**src/rtl/csd_ram.sv**
```systemverilog
`timescale 1ns / 1ps
// ----------------------------------------------------------------------------
// csd_ram
// single-port-write, single-port-read memory, registered read data
// ----------------------------------------------------------------------------
module csd_ram #(
  parameter int unsigned Depth = 16,
  parameter int unsigned Width = 8,
  parameter int unsigned AddrW = 4
) (
  input  logic             clk_i,
  input  logic             we_i,
  input  logic [AddrW-1:0] waddr_i,
  input  logic [Width-1:0] wdata_i,
  input  logic [AddrW-1:0] raddr_i,
  output logic [Width-1:0] rdata_o
);

  logic [Width-1:0] mem [Depth];

  always_ff @(posedge clk_i) begin
    if (we_i) begin
      mem[waddr_i] <= wdata_i;
    end
    rdata_o <= mem[raddr_i];
  end

endmodule

```
**config.mk**
```make
export PLATFORM = sky130hd
export DESIGN_NAME = csd_ram
export DESIGN_NICKNAME = d
export VERILOG_FILES = /design/src/rtl/csd_ram.sv
export SDC_FILE = /design/constraint.sdc
export NUM_CORES = 1
export LEC_CHECK = 0
export ABC_AREA = 1
export BUFFER_PORTS_ARGS = -buffer_cell sky130_fd_sc_hd__buf_2
export CELL_PAD_IN_SITES_DETAIL_PLACEMENT = 1
export CELL_PAD_IN_SITES_GLOBAL_PLACEMENT = 1
export CORE_ASPECT_RATIO = 1.1
export CORE_MARGIN = 2
export CORE_UTILIZATION = 52
export CTS_CLUSTER_SIZE = 28
export DETAILED_ROUTE_END_ITERATION = 6
export GPL_TIMING_DRIVEN = 0
export PLACE_DENSITY = 0.84
export SYNTH_ARGS = -nofsm -noshare
export SYNTH_HDL_FRONTEND = slang
export SYNTH_SLANG_ARGS = --single-unit
```
**constraint.sdc**
```tcl
create_clock -name clk_i -period 1.6 [get_ports clk_i]
set_input_delay 0.08 -clock clk_i [delete_from_list [all_inputs] [get_ports clk_i]]
set_output_delay 0.08 -clock clk_i [all_outputs]
set_load 0.01 [all_outputs]
```
# Word level (Yosys, flattened, before mapping)
# Memory sizes are Yosys's and may differ from the RTL's. A register that Yosys moved wholly into a read port is not among the register bits.
# Index checks and enable logic that the tools add are counted.
[op_classes]
n_mux = 2
[ops]
columns = ["cell", "count"]
rows = [
  ["1-bit 2-to-1 mux", 2],
]
[word_totals]
mem_count = 1
ff_bits = 0
output_inout_bits = 8
input_bits = 18
ram_bits = 128
word_cells = 3
[memory_table]
columns = ["memory", "words", "word_bits", "read_ports", "rd_clocked_by_memory_dff", "wr", "line_no", "text"]
rows = [
  ["mem", 16, 8, 1, 1, 1, "19", "logic [Width-1:0] mem [Depth];"],
]

# Depth between registers and ports, before layout
# Gate-level depths: netlist (run 1).
[depth]
word_depth = 2
mapped_depth = 8
mapped_depth_nobuf = 7

# Worst setup path after synthesis (run 1)
# No wires, ideal clock.
[synth_timing]
kind = "input-to-reg"
startpoint = "input waddr_i[2]"
endpoint = "memory mem[10][0] (enable)"
setup_ns = 0.370
stages = 2
n_path_buf = 0
setup_slack_ns = 0.569
required_time_ns = 1.230
arrival_ns = 0.661
cell_sequence = "nand3b_1 > nor2_1"
[synth_rtl]
columns = ["element", "line_no", "text"]
rows = [
  ["from (decl)", "13", "input logic [AddrW-1:0] waddr_i,"],
  ["to (decl)", "19", ""],
]
# Straight into the memory's write port.

# Worst setup path in the final report (run 1)
[layout_timing]
startpoint = "input waddr_i[3]"
endpoint = "memory mem[7][7] (enable)"
# Straight into the memory's write port.

==> out/metrics.cfg, run 1 <==
[outcome]
outcome = complete, no violations

[place]
globalplace.congestion = 0.864
placed_cells = 720
place_hpwl_um = 10700
numPortBuffers = 22

[detailed_routing]
vias = 4271
drtPass1Iterations = 5
viasPerCell = 5.68
ant_nets = 0
wl_per_cell_um = 23.3
wl_um = 17500
drc_errors = 0
drt_iter0_markers = 505

[timing]
setup_violations = 0
fin_hold_ws_ps = 67.5
worst_slew_pin_slew_ps = 1160
hold_viol_final = 0
maxSlewHeadroom = 0.223
fmax_mhz = 735
maxSlewViolCount = 0
period_share = 0.850
fin_skew_ps = 8.06
rsz0062_at_grt = false
period_minus_slack_ps = 1360

[grt]
grt_pass1_vias = 4546
grt_use_total = 0.311
gr-total-overflow = 0
grt_pass1_wl_um = 26600
antenna_found_initial = 0
grt_max_degree = 17

[finish]
final_cells = 752
post-route-util = 0.614
areaGrowthSynthToFinish_pct = 15.7
num_antenna_cells = 0
mostFrequentLayoutCells = 173 x nand2_1, 128 x edfxtp_1, 100 x inv_1
layout-drive-gt1-share = 0.124
layout_commonest_cell = nand2_1
nets = 610

[logic_synthesis]
syn-instance-count = 551
synth_area_leaders = edfxtp_1 67%, nand2_1 11%, nand3_1 8.4%, inv_1 6.5%, dfxtp_1 2.8%
ys_warn_count = 0
synth_top_family_by_area = simple AND/OR/NAND/NOR gates
synth_cell_types = 12
yosysTopAreaCell = edfxtp_1
ys_seq_area_frac = 0.694
synth-simple-area-share = 0.210
synth_area_mm2 = 0.00577
synth_xor_area_frac = 0
avgSynthCellArea_um2 = 10.5
synth-compound-area-share = 0
synth.ff_latch_count = 136
syn-num-nets = 569
synth_fa_ha_area_frac = 0
muxShareOfSynthArea = 0
yosysTopAreaCellShare = 0.667

[setup_path]
path_buf_inv = 1
crit_family = simple AND/OR/NAND/NOR gates
crit_chain = buf_2, nand3b_1, nor2_1
critPathArrivalTime_ps = 1400
worst_path_max_delay_cell = nor2_1
critical-path-max-stage-delay_ps = 930
crit_required_ps = 1640
path_class = in2reg
cp_max_fo = 8
cp-start-kind = input port
worstSetupEndpointType = flop

[clocking]
clkLatencyLatePin_ps = 430
ctsHoldBuffers = 0
cts_num_sinks = 136
postCtsSetupRepairBufs = 0
cts_buffer_depth = 2
cts_made_buffers = 17
cts_tree = built
clkTransAtPathRegs_ps = 60
htreeDepth = 4
cts_root_buffer = clkbuf_16
cts_resized = 0

[pwr]
p_total_uw = 8700
p_switching_uw = 1980
internal_power_uw = 6720
leakage_uw = 0.00290
power_frac_comb = 0.065
p_sw_frac = 0.227
powerDensity_mw_per_mm2 = 1300
power_frac_seq = 0.461
ir_drop_uv = 1300
clockPowerShare = 0.474

[floorplanning]
die_w_um = 104
die_h_um = 114
floorplan.rows = 40
die_area_mm2 = 0.0119
ios = 26
initial_utilization = 0.531
fp.coreArea_mm2 = 0.0109

[job]
cap_violations = 0

[worst_hold_path]
min-delay-path-class = in2reg

-- cells in the mapped netlist (all sizes together) --
| master | instances |
|---|---|
| nand3 | 97 |
| nand2 | 173 |
| nand3b | 2 |
| nor2 | 17 |
| buf | 24 |
| edfxtp | 128 |
| dfxtp | 8 |
| inv | 102 |
-- final cells by class --
cell class	count	area (um^2)
Inverter	102	383
Sequential cell	136	4000
Tap cell	147	184
Buffer	24	166
Clock buffer	18	429
Multi-Input combinational cell	289	1210
Timing Repair Buffer	22	110
Fill cell	1191	4190
Clock inverter	14	181
-- path summary, 6_finish.rpt --
kind,from,cells past startpoint,endpoint,slack (ps)
worst min-delay path,wdata_i[5],1,mem[3][5],70
worst max register to register,mem[3][4],6,rdata_o[4],410
worst max-delay path,waddr_i[3],3,mem[7][7],240
worst min register to register,mem[13][7],6,rdata_o[7],740
-- per-layer routing --
metal  part of all wire  wire (um)  track usage  up-vias
li1                   -          -            -     1858
met2               0.49       8560        0.517      249
met5                  0          0            0        -
met4              0.047        832        0.172        0
met1               0.39       6820        0.376     2099
met3              0.076       1330       0.0763       65
-- power groups by stage --
stage	combinational (uW)	sequential [uW]	clock [uW]
detailed placement	537	4080	0
global placement	506	4070	0
finish	567	4010	4120
global route	608	4020	4260
floorplan	281	4090	0
CTS	558	4010	4120
-- metrics by stage --
stage	setup TNS, ps	setup WS, ps	cell area, um^2
floorplan	0	569	5770
global placement	-846	-55.4	6060
detailed placement	-3060	-188	6060
CTS	0	255	6670
global route	0	224	6670
finish	0	239	6670
-- state kept, by name, summed over array words and instances, names as in the netlist --
name / flops
mem: 128
rdata_o: 8
-- logic make-up (layout without fill, tap and decap cells) --
kind of cell           after synthesis  count (layout)
AND/OR/NAND/NOR                    289             289
flip-flops                         136             136
buffers and inverters              126             180
(Power assumes the default switching activity.)
==> run 2: changes to the inputs <==
- BUFFER_PORTS_ARGS: -buffer_cell sky130_fd_sc_hd__buf_2 -> unset
- CORE_UTILIZATION: 52 -> 54
- DONT_BUFFER_PORTS: unset -> 1
- clock period: 1.6 -> 1.74 ns (I/O delays scaled with it)
==> run 2 against run 1 <==
Wire length fell by 3.9%. Die area fell by 3.6%. Sequential cell count did not move. Total power fell by 12%. Combinational power fell by 15%. Global-route usage rose by 0.44 points. Count of clock-buffer cells in the layout rose by 12. Final area fell by 0.99%. First-iteration DRC count fell by 12%. Critical path depth fell by 1. Sequential power fell by 7.7%. Critical endpoint is now mem[5][4]. Largest cell class unchanged.
==> out/metrics.cfg, run 2 (synthesis gave the netlist of run 1 again) <==
[outcome]
outcome = complete, no violations

[floorplanning]
fp.coreArea_mm2 = 0.0104
ios = 26
initial_utilization = 0.555
die_area_mm2 = 0.0115
floorplan.rows = 39
die_h_um = 112
die_w_um = 103

[setup_path]
critical-path-max-stage-delay_ps = 880
worstSetupEndpointType = flop
path_buf_inv = 0
critPathLaunch = waddr_i[3]
path_class = in2reg
worst_path_max_delay_cell = nor2_1
cp-start-kind = input port
crit_family = simple AND/OR/NAND/NOR gates
critPathArrivalTime_ps = 1210
cp_max_fo = 8
crit_chain = nand3b_1, nor2_1
rr_startpoint = mem[2][2]
crit_required_ps = 1770

[timing]
fin_skew_ps = 6.89
rsz0062_at_grt = false
maxSlewViolCount = 0
period_share = 0.678
maxSlewHeadroom = 0.257
setup_slack_ps = 560
fmax_mhz = 848
worst_slew_pin_slew_ps = 1110
hold_viol_final = 0
setup_violations = 0
period_minus_slack_ps = 1180
final.setup.tns_ps = 0

[detailed_routing]
top_layer = met4
wl_um = 16900
vias = 4126
wl_per_cell_um = 23.0
ant_nets = 0
drt_iter0_markers = 444
drc_errors = 0
wl_met2_um = 8470
drtPass1Iterations = 5
met1_length_um = 6630
met3_wirelength_um = 1300
viasPerCell = 5.62

[clocking]
cts_num_sinks = 136
clkTransAtPathRegs_ps = 50
cts_buffer_depth = 2
postCtsSetupRepairBufs = 0
cts_made_buffers = 17
cts_tree = built
clkLatencyLatePin_ps = 410
htreeDepth = 4
cts_root_buffer = clkbuf_16

[job]
cap_violations = 0

[place]
place_ws_ps = 189
globalplace.congestion = 0.819
place_hpwl_um = 10400
numPortBuffers = 0

[grt]
grt_max_degree = 17
antenna_found_initial = 0
grt_use_total = 0.316
grt_pass1_wl_um = 25700
grt_pass1_vias = 4482
gr-total-overflow = 0

[pwr]
ir_drop_uv = 745
powerDensity_mw_per_mm2 = 1160
leakage_uw = 0.00284

[finish]
layout-drive-gt1-share = 0.0863
regMostFlops = mem
top_regs = mem: 128 flops, rdata_o: 8 flops
multi_input_area_mm2 = 0.00121
fillers = 1109
layout_commonest_cell = nand2_1
largest_reg_flops = 128
nets = 596
post-route-util = 0.635
seq_area_mm2 = 0.00400
num_antenna_cells = 0
mostFrequentLayoutCells = 173 x nand2_1, 128 x edfxtp_1, 100 x inv_1
areaGrowthSynthToFinish_pct = 14.5

[worst_hold_path]
min-delay-path-class = in2reg
hold_path.startpoint = raddr_i[2]

==> run 2: worst min-delay path, cell delays in order <==
cell and delay, ps:
buf_2 160, nand3_1 100, nand3_1 70, nand2_1 60
==> run 2: metrics by stage <==
step | area (um^2) | total power (uW) | hold slack (ps) | cells
after floorplan | 5770 | 4020 | 186 | 551
final | 6610 | 7690 | 101 | 734
after global placement | 5950 | 4130 | 187 | 694
after detailed placement | 5950 | 4160 | 187 | 694
after global routing | 6610 | 7880 | 107 | 734
after CTS | 6610 | 7690 | 104 | 734
==> run 2: power by group <==
| part | leakage [uW] | switching, uW | total, uW | internal, uW |
|---|---|---|---|---|
| Clock | 0.000285 | 1270 | 3510 | 2230 |
| Sequential | 0.00122 | 34.8 | 3700 | 3670 |
| Combinational | 0.00133 | 353 | 480 | 128 |
==> run 2: worst paths after layout <==
kind,to,slack [ps],depth (start not counted)
worst min-delay path,rdata_o[1],100,4
worst min register to register,rdata_o[1],730,6
worst max register to register,rdata_o[2],590,6
worst max-delay path,mem[5][4],560,2
==> run 2: final cells by class <==
cell class	instances	share of cell area
repair buffers	8	0.0121
clock buffers	30	0.0824
well taps	143	0.0271
multi-input cells	289	0.184
inverters	102	0.0580
plain buffers	24	0.0252
clock inverters	2	0.00530
flip-flops and latches	136	0.606
==> run 2: metal layers <==
metal / GRT usage / vias up
li1: - / 1828
met1: 0.414 / 2052
met2: 0.509 / 207
met3: 0.0685 / 39
met4: 0.131 / 0
met5: 0 / -
==> run 2: repair_timing <==
| action | CTS | global route |
|---|---|---|
| endpoints found under the hold margin | 128 | 0 |
| gates resized for setup | 0 | 0 |
| hold buffers | 8 | 0 |
==> run 3: changes to the inputs <==
- CORE_UTILIZATION: 54 -> 50
- PLACE_DENSITY: 0.84 -> 0.78
- clock period: 1.74 -> 1.2 ns (I/O delays scaled with it)
==> run 3 against run 2 <==
Wire length shrank 0.47%. Final cell count grew 0.82%. Utilization shrank 5.2 points. Sequential power grew 45%. Critical path depth grew 4. Largest power group unchanged. Count of clock-buffer cells in the layout shrank 10. Hold slack gained 8.6 ps. Global-route usage shrank 2.4 points. Non-clock buffer count is the same. Combinational power grew 44%.
==> out/metrics.cfg, run 3 (synthesis gave the netlist of run 1 again) <==
[floorplanning]
ios = 26
die_area_mm2 = 0.0124
die_w_um = 106
fp.coreArea_mm2 = 0.0113
floorplan.rows = 41
initial_utilization = 0.509
die_h_um = 117

[detailed_routing]
wl_per_cell_um = 22.7
viasPerCell = 5.41
wl_um = 16800
drt_iter0_markers = 319
vias = 4003
drtPass1Iterations = 4
ant_nets = 0
drc_errors = 0

[pwr]
powerDensity_mw_per_mm2 = 1700
ir_drop_uv = 977
leakage_uw = 0.00283

[job]
cap_violations = 0

[finish]
num_antenna_cells = 0
fin_area_mm2 = 0.00661
largest_reg_flops = 128
top_regs = mem: 128 flops, rdata_o: 8 flops
regMostFlops = mem
post-route-util = 0.583
final_cells = 740
layout-drive-gt1-share = 0.0881
mostFrequentLayoutCells = 173 x nand2_1, 128 x edfxtp_1, 100 x inv_1
layout_commonest_cell = nand2_1
nets = 596
areaGrowthSynthToFinish_pct = 14.7

[timing]
rsz0062_at_grt = false
hold_viol_final = 0
maxSlewHeadroom = 0.273
maxSlewViolCount = 0
fin_hold_ws_ps = 109
period_share = 0.939
period_minus_slack_ps = 1130
setup_violations = 0
fmax_mhz = 888
worst_slew_pin_slew_ps = 1090
final.setup.tns_ps = 0
fin_skew_ps = 7.62

[outcome]
outcome = complete, no violations

[grt]
grt_max_degree = 17
grt_pass1_wl_um = 25400
gr-total-overflow = 0
grt_pass1_vias = 4302
antenna_found_initial = 0
grt_use_total = 0.292

[place]
placed_area_mm2 = 0.00595
numPortBuffers = 0
placed_cells = 701
globalplace.congestion = 0.816
place_hpwl_um = 10400

[clocking]
cts_root_buffer = clkbuf_16
cts_buffer_depth = 2
postCtsSetupRepairBufs = 0
cts_num_sinks = 136
clkTransAtPathRegs_ps = 60
clkLatencyLatePin_ps = 420
cts_made_buffers = 17
htreeDepth = 4
cts_tree = built

[setup_path]
worst_path_max_delay_cell = edfxtp_1
rrSetupSlack_ps = 70
cpMostUsedCell = nand3_1
critical-path-max-stage-delay_ps = 400
crit_chain = inv_1, nand2_1, nand3_1, nand3_1, nand3_1, nand2_1
worstSetupEndpointType = flop
crit_required_ps = 1500
critPathArrivalTime_ps = 1420
cp_max_fo = 1
cp-start-kind = flop
path_class = reg2reg

[worst_hold_path]
min-delay-path-class = in2reg

## run 3: metal layers
metal / GRT usage / vias up / wire length [um]
met4: 0.115 / 0 / 396
met3: 0.0508 / 29 / 933
met5: 0 / - / 0
met1: 0.372 / 1994 / 6950
met2: 0.502 / 149 / 8510
li1: - / 1831 / -
## run 3: path summary, 6_finish.rpt
| path | startpoint | depth (start not counted) | end |
|---|---|---|---|
| worst min-delay path | raddr_i[2] | 4 | rdata_o[5] |
| worst min register to register | mem[1][2] | 6 | rdata_o[2] |
| worst max register to register | mem[0][1] | 6 | rdata_o[1] |
| worst max-delay path | mem[0][1] | 6 | rdata_o[1] |
## run 3: stage by stage
stage	power, uW	worst slack (ps)
after detailed placement	6030	-342
after global routing	11500	30.6
after global placement	5990	-334
after floorplan	5820	189
after CTS	11200	74.0
final	11200	73.4
## run 3: what timing repair did
item	4_1_cts	5_1_grt
hold buffers	8	0
endpoints found under the hold margin	128	0
endpoints found under the setup margin	0	1
gates resized for setup	0	2
## run 3: area by class of cell
cell class | count | area, um^2
sequential | 136 | 4000
fill | 1225 | 4720
timing repair buffer | 8 | 80.1
tap | 150 | 188
buffer | 24 | 166
clock inverter | 11 | 131
inverter | 102 | 383
clock buffer | 20 | 437
multi-input combinational | 289 | 1220
## run 3: worst max-delay path, delay by kind of cell, from the launching register on
kind                   cells  cell delay, ps
AND/OR/NAND/NOR            5             530
flip-flops                 1             400
buffers and inverters      1              70
## run 3: power by group
| part | total (uW) | switching (uW) | internal (uW) |
|---|---|---|---|
| Sequential | 5370 | 51.3 | 5320 |
| Clock | 5160 | 1940 | 3220 |
| Combinational | 689 | 503 | 186 |
